### config.mk
export PLATFORM = sky130hd
export DESIGN_NAME = dsss_bit_spreader
export DESIGN_NICKNAME = d
export VERILOG_FILES = /design/src/design/dsss_pkg.sv /design/src/design/dsss_bit_spreader.sv /design/src/design/dsss_cfg_regs.sv
export VERILOG_INCLUDE_DIRS = /design/src /design/src/design
export SDC_FILE = /design/constraint.sdc
export NUM_CORES = 1
export LEC_CHECK = 0
export BUFFER_PORTS_ARGS = -buffer_cell sky130_fd_sc_hd__buf_2
export CORE_MARGIN = 1
export CORE_UTILIZATION = 46
export DETAILED_ROUTE_END_ITERATION = 12
export GPL_ROUTABILITY_DRIVEN = 0
export HOLD_SLACK_MARGIN = 0.06
export MAX_ROUTING_LAYER = met4
export PLACE_DENSITY = 0.75
export SLEW_MARGIN = 15
export SYNTH_ARGS = -nofsm -noshare
export SYNTH_HDL_FRONTEND = slang
export SYNTH_SLANG_ARGS = --single-unit
export TNS_END_PERCENT = 30
### constraint.sdc
create_clock -name clk_i -period 12.5 [get_ports clk_i]
set_input_delay 1.25 -clock clk_i [delete_from_list [all_inputs] [get_ports clk_i]]
set_output_delay 1.25 -clock clk_i [all_outputs]
set_load 0.02 [all_outputs]
### src/design/dsss_bit_spreader_macros.svh
// ----------------------------------------------------------------------------
// DSSS bit spreader assertion macros
// Concurrent assertion wrappers clocked on clk_i, with and without reset gating.
// ----------------------------------------------------------------------------
`ifndef DSSS_BIT_SPREADER_MACROS_SVH
`define DSSS_BIT_SPREADER_MACROS_SVH

// check only while out of reset
`define DSSS_ASSERT(lbl, prop, msg) \
  lbl: assert property (@(posedge clk_i) disable iff (!rst_ni) (prop)) else $error(msg);

// check on every edge, reset included
`define DSSS_ASSERT_ALWAYS(lbl, prop, msg) \
  lbl: assert property (@(posedge clk_i) (prop)) else $error(msg);

`endif

### src/design/dsss_pkg.sv
// ----------------------------------------------------------------------------
// DSSS spreader package
// Shared constants, register codes and configuration write transaction type.
// ----------------------------------------------------------------------------
package dsss_pkg;

  localparam int CODE_REG_BITS   = 16;
  localparam int BITS_PER_BYTE   = 8;
  localparam int CODE_LEN_W      = 5;
  localparam int MAX_CODE_LENGTH = 16;
  localparam int CFG_INDEX_W     = 2;

  localparam logic [CODE_REG_BITS-1:0] RESET_CODE_CHIPS  = 16'd39;
  localparam logic [CODE_LEN_W-1:0]    RESET_CODE_LENGTH = 5'd7;

  typedef enum logic [CFG_INDEX_W-1:0] {
    CFG_CODE_CHIPS  = 2'd0,
    CFG_CODE_LENGTH = 2'd1
  } cfg_reg_e;

  typedef struct packed {
    logic                     valid;
    logic [CFG_INDEX_W-1:0]   index;
    logic [CODE_REG_BITS-1:0] wdata;
  } cfg_wr_t;

endpackage

### src/design/dsss_bit_spreader.sv
// ----------------------------------------------------------------------------
// DSSS bit spreader
// Input bytes and chip bytes are registered. One chip byte per cycle unless
// out_stall_i holds the output; each input byte gives code-length chip bytes
// (7 at reset), and the next byte is taken in the cycle its predecessor's last
// chip byte is registered. Reset clears control state, loads the Barker-7 code.
// ----------------------------------------------------------------------------
`include "dsss_bit_spreader_macros.svh"

module dsss_bit_spreader
  import dsss_pkg::*;
#(
  parameter int MaxCodeLength = MAX_CODE_LENGTH
) (
  input  logic                     clk_i,
  input  logic                     rst_ni,
  input  logic                     cfg_valid_i,
  output logic                     cfg_ready_o,
  input  logic [CFG_INDEX_W-1:0]   cfg_index_i,
  input  logic [CODE_REG_BITS-1:0] cfg_wdata_i,
  input  logic                     in_valid_i,
  output logic                     in_stall_o,
  input  logic [7:0]               data_byte_i,
  input  logic                     frame_end_i,
  output logic                     out_valid_o,
  input  logic                     out_stall_i,
  output logic [7:0]               chip_byte_o,
  output logic                     run_last_o,
  output logic                     frame_last_o
);

  localparam int ChipW    = (MaxCodeLength > 1) ? $clog2(MaxCodeLength) : 1;
  localparam int CodeExtW = ((2 ** ChipW) > CODE_REG_BITS) ? (2 ** ChipW) : CODE_REG_BITS;

  cfg_wr_t                  cfg_wr;
  logic [CODE_REG_BITS-1:0] code_chips;
  logic [CodeExtW-1:0]      code_ext;
  logic [ChipW-1:0]         last_chip;

  logic                     busy_q, busy_d;
  logic [7:0]               data_q;
  logic                     fend_q;
  logic [2:0]               bit_q, bit_d;
  logic [ChipW-1:0]         chip_q, chip_d;
  logic [ChipW-1:0]         cnt_q, cnt_d;

  logic                     out_valid_q, out_valid_d;
  logic [7:0]               chip_byte_q, chip_byte_d;
  logic                     run_last_q;
  logic                     frame_last_q;

  logic                     out_adv;
  logic                     gen;
  logic                     run_end;
  logic                     in_accept;
  logic [2:0]               bit_nx;
  logic [ChipW-1:0]         chip_nx;

  assign cfg_ready_o  = 1'b1;
  assign cfg_wr.valid = cfg_valid_i;
  assign cfg_wr.index = cfg_index_i;
  assign cfg_wr.wdata = cfg_wdata_i;

  dsss_cfg_regs #(
    .MaxCodeLength(MaxCodeLength)
  ) u_cfg_regs (
    .clk_i       (clk_i),
    .rst_ni      (rst_ni),
    .cfg_wr_i    (cfg_wr),
    .code_chips_o(code_chips),
    .last_chip_o (last_chip)
  );

  // chips past the code register read as zero
  assign code_ext = CodeExtW'(code_chips);

  assign out_adv    = !out_valid_q || !out_stall_i;
  assign gen        = busy_q && out_adv;
  assign run_end    = (cnt_q == last_chip);
  assign in_stall_o = busy_q && !(out_adv && run_end);
  assign in_accept  = in_valid_i && !in_stall_o;

  // pack eight chips, walking the (bit, chip) position
  always_comb begin
    logic [2:0]       b;
    logic [ChipW-1:0] c;
    b           = bit_q;
    c           = chip_q;
    chip_byte_d = '0;
    for (int i = 0; i < BITS_PER_BYTE; i++) begin
      chip_byte_d[i] = code_ext[c] ~^ data_q[b];
      if (c == last_chip) begin
        c = '0;
        b = b + 3'd1;
      end else begin
        c = c + ChipW'(1);
      end
    end
    bit_nx  = b;
    chip_nx = c;
  end

  always_comb begin
    busy_d = busy_q;
    bit_d  = bit_q;
    chip_d = chip_q;
    cnt_d  = cnt_q;
    if (in_accept) begin
      busy_d = 1'b1;
      bit_d  = '0;
      chip_d = '0;
      cnt_d  = '0;
    end else if (gen) begin
      bit_d  = bit_nx;
      chip_d = chip_nx;
      cnt_d  = cnt_q + ChipW'(1);
      if (run_end) begin
        busy_d = 1'b0;
      end
    end
  end

  always_comb begin
    out_valid_d = out_valid_q;
    if (gen) begin
      out_valid_d = 1'b1;
    end else if (!out_stall_i) begin
      out_valid_d = 1'b0;
    end
  end

  always_ff @(posedge clk_i or negedge rst_ni) begin
    if (!rst_ni) begin
      busy_q      <= 1'b0;
      bit_q       <= '0;
      chip_q      <= '0;
      cnt_q       <= '0;
      out_valid_q <= 1'b0;
    end else begin
      busy_q      <= busy_d;
      bit_q       <= bit_d;
      chip_q      <= chip_d;
      cnt_q       <= cnt_d;
      out_valid_q <= out_valid_d;
    end
  end

  always_ff @(posedge clk_i) begin
    if (in_accept) begin
      data_q <= data_byte_i;
      fend_q <= frame_end_i;
    end
    if (gen) begin
      chip_byte_q  <= chip_byte_d;
      run_last_q   <= run_end;
      frame_last_q <= run_end && fend_q;
    end
  end

  assign out_valid_o  = out_valid_q;
  assign chip_byte_o  = chip_byte_q;
  assign run_last_o   = run_last_q;
  assign frame_last_o = frame_last_q;

  `DSSS_ASSERT(a_run_end_marked, (gen && run_end) |=> (out_valid_o && run_last_o), "run end not marked")
  `DSSS_ASSERT(a_accept_when_free, in_accept |-> (!busy_q || (gen && run_end)), "accept while busy")
  `DSSS_ASSERT(a_frame_on_run_end, (out_valid_o && frame_last_o) |-> run_last_o, "frame mark off run end")
  `DSSS_ASSERT_ALWAYS(a_cnt_in_range, busy_q |-> (cnt_q <= last_chip), "byte count overrun")

endmodule

### src/design/dsss_cfg_regs.sv
// ----------------------------------------------------------------------------
// DSSS configuration registers
// Holds the spreading code and its length; derives the clamped last chip index.
// ----------------------------------------------------------------------------
module dsss_cfg_regs
  import dsss_pkg::*;
#(
  parameter int MaxCodeLength = MAX_CODE_LENGTH,
  localparam int ChipW        = (MaxCodeLength > 1) ? $clog2(MaxCodeLength) : 1
) (
  input  logic                     clk_i,
  input  logic                     rst_ni,
  input  cfg_wr_t                  cfg_wr_i,
  output logic [CODE_REG_BITS-1:0] code_chips_o,
  output logic [ChipW-1:0]         last_chip_o
);

  logic [CODE_REG_BITS-1:0] code_chips_q, code_chips_d;
  logic [CODE_LEN_W-1:0]    code_length_q, code_length_d;

  always_comb begin
    code_chips_d  = code_chips_q;
    code_length_d = code_length_q;
    if (cfg_wr_i.valid) begin
      unique case (cfg_reg_e'(cfg_wr_i.index))
        CFG_CODE_CHIPS:  code_chips_d  = cfg_wr_i.wdata;
        CFG_CODE_LENGTH: code_length_d = cfg_wr_i.wdata[CODE_LEN_W-1:0];
        default: ;
      endcase
    end
  end

  always_ff @(posedge clk_i or negedge rst_ni) begin
    if (!rst_ni) begin
      code_chips_q  <= RESET_CODE_CHIPS;
      code_length_q <= RESET_CODE_LENGTH;
    end else begin
      code_chips_q  <= code_chips_d;
      code_length_q <= code_length_d;
    end
  end

  // zero length acts as one chip, overlong lengths saturate
  always_comb begin
    if (code_length_q == '0) begin
      last_chip_o = '0;
    end else if (int'(code_length_q) > MaxCodeLength) begin
      last_chip_o = ChipW'(MaxCodeLength - 1);
    end else begin
      last_chip_o = ChipW'(code_length_q - CODE_LEN_W'(1));
    end
  end

  assign code_chips_o = code_chips_q;

endmodule

==> flow_summary_export.csv <==
group,metric,value,unit
finish,fin_util,50.12,%
routing,ant_nets,0,
global_route,grt_max_degree,35,
critical_path,startpoint_type,"flip-flop",
synth,synthCells,719,
critical_path,critPathMaxStageDelay,0.69,ns
clock_network,htree_levels,2,
routing,routed_via_density,6.406,
critical_path,crit_fanout,17,
timing,drv_slew,0,
clock_network,post_cts_buffers,0,
die,die_x,118.6,µm
routing,drt-initial-drc-count,619,
clock_network,clk_latency,0.31,ns
global_route,grt-ovfl-total,0,
clock_network,clk_pin_slew_worst_paths,0.08,ns
synth,synth_fp_nets,768,
critical_path,critPathSlowestCell,"maj3_1",
synth,yosysTopAreaCellShare,10.80,%
critical_path,criticalPathCategory,"reg -> reg",
finish,n_antenna_cell,0,
finish,drive_gt1_share,19.78,%
global_route,first_global_vias,5266,
timing,finClkSkew,0.01136,ns
clock_network,hold_buffers,0,
critical_path,critPathTopFamily,"simple AND/OR/NAND/NOR gates",
clock_network,clockRootBuffer,"clkbuf_16",
status,status,"finished clean",
global_route,grt_usage,25.20,%
routing,wirelength,16840,µm
routing,drc_errors,0,
routing,route.vias.total,5759,
finish,nNetsFinal,771,
timing,setup_viol,0,
timing,worst_slew_pin_slew,0.8881,ns
synth,synth-edff-count,19,
die,initial_core_util,47.23,%
placement,dp_hpwl,12460,µm
clock_network,cts_sinks,53,
synth,yosys.area.top_type,"dfrtp_1",
synth,synth_seq_cells,53,
critical_path,cp.buffers_inverters,5,
timing,fin_crit,11.09,ns
synth,ys.flop_type,"dfrtp_1",
die,die-area,0.01407,mm²
synth,synth_cell_types,91,
clock_network,cts_buffers,5,
die,die_h,118.6,µm
timing,tns,0,ns
critical_path,cp-end-kind,"flip-flop",
critical_path,crit_arrival,11.28,ns
flow_run,cap_violations,0,
clock_network,cts-resized-gates,0,
synth,yosysSeqAreaShare,22.86,%
hold_path,hp-class,"reg -> reg",
synth,syn_avg_cell_area,8.699,µm²
finish,area_growth,6.121,%
clock_network,clockBufferDepth,2,
die,ios,45,
timing,relSlewSlack,40.80,%
synth,netlist_area,0.006255,mm²
synth,synthTopCellsByArea,"dfrtp_1, edfxtp_1, mux4_2",
timing,max_freq,0.09021,GHz
die,rows,42,
routing,dr.pass1.iters,5,
timing,post-route-period-util,88.68,%
synth,postSynth.asyncResetShare,64.15,%
routing,wl_per_cell,18.73,µm
timing,rsz0062_at_grt,"no",
global_route,grt_first_pass_wirelength,27340,µm
timing,hold_viol,0,
placement,port_buffers,43,
clock_network,cts_tree,"done",
critical_path,required,12.69,ns
die,core-area,0.01324,mm²
global_route,antenna_found_initial,0,
synth,ys.warnings.count,0,
==> final cells by class <==
| class | count | area [µm²] |
|---|---|---|
| inverters | 37 | 138.9 |
| multi-input cells | 581 | 4476 |
| flip-flops and latches | 53 | 1430 |
| clock buffers | 5 | 125.1 |
| fillers | 1280 | 6605 |
| clock inverters | 3 | 25.02 |
| repair buffers | 44 | 222.7 |
| well taps | 176 | 220.2 |
==> final timing paths <==
| path | slack [ns] | start | end | cells after the start |
|---|---|---|---|---|
| max | 1.41 | u_cfg_regs.code_length_q[0] | chip_q[1] | 38 |
| min | 0.53 | fend_q | frame_last_o | 1 |
| max reg2reg | 1.41 | u_cfg_regs.code_length_q[0] | chip_q[1] | 38 |
| min reg2reg | 0.53 | fend_q | frame_last_o | 1 |
| max in group asynchronous | 11.03 | rst_ni | u_cfg_regs.code_length_q[4] | 1 |
| min in group asynchronous | 0.99 | rst_ni | bit_q[0] | 1 |
==> cell families after synthesis <==
group           synth area share [%]
buf+inv                        5.841
simple gates                   19.54
other cells                  0.05995
compound gates                 21.74
mux                            18.36
xor+xnor                       7.682
fa+ha+maj                      3.901
flops                          22.86
==> per-layer routing <==
layer  track usage, %  share of wire [%]
met5                -                  0
met3            4.006                8.7
met4            10.52                3.5
met2            37.79                 45
met1            33.76                 42
==> flip-flops by register name, indices dropped and copies added, names as in the netlist <==
signal,flops
bit_q,3
busy_q,1
chip_byte_o,8
chip_q,4
cnt_q,4
data_q,8
fend_q,1
frame_last_o,1
out_valid_o,1
run_last_o,1
u_cfg_regs.code_chips_o,16
u_cfg_regs.code_length_q,5
==> placed cells by master, fill, tap and decap left out, types with 9 or more instances in the layout <==
master     n
nand2_1   90
nor2_1    48
buf_2     43
mux2i_1   36
inv_1     32
o21ai_0   32
xnor2_1   29
a21oi_1   29
nand3_1   27
dfrtp_1   27
mux4_2    24
mux2_2    22
xor2_1    19
edfxtp_1  19
ha_1      17
a31oi_1   14
a211oi_1  12
nor3_1    12
nand4_1   11
o22ai_1   10
nand2b_1   9
==> per-stage QoR <==
step / cell area [µm²] / cells / hold slack (ns) / setup slack [ns]
final: 6638 / 899 / 0.5272 / 1.415
after global routing: 6638 / 899 / 0.5490 / 0.4307
after CTS: 6631 / 899 / 0.5303 / 1.643
after detailed placement: 6481 / 891 / 0.5053 / 1.693
after global placement: 6481 / 891 / 0.5052 / 2.066
after floorplan: 6255 / 719 / 0.4797 / 3.345
==> cell usage after synthesis (22+ instances only) <==
cell type  instances
nand2_1           90
nor2_1            48
mux2i_1           36
inv_1             32
o21ai_0           32
a21oi_1           29
xnor2_1           29
clkbuf_1          28
dfrtp_1           27
nand3_1           27
mux4_2            24
mux2_2            22
Power is left out: the tool's default activity adds up to more than one toggle a clock period on the data nets, which glitch-free logic cannot reach.
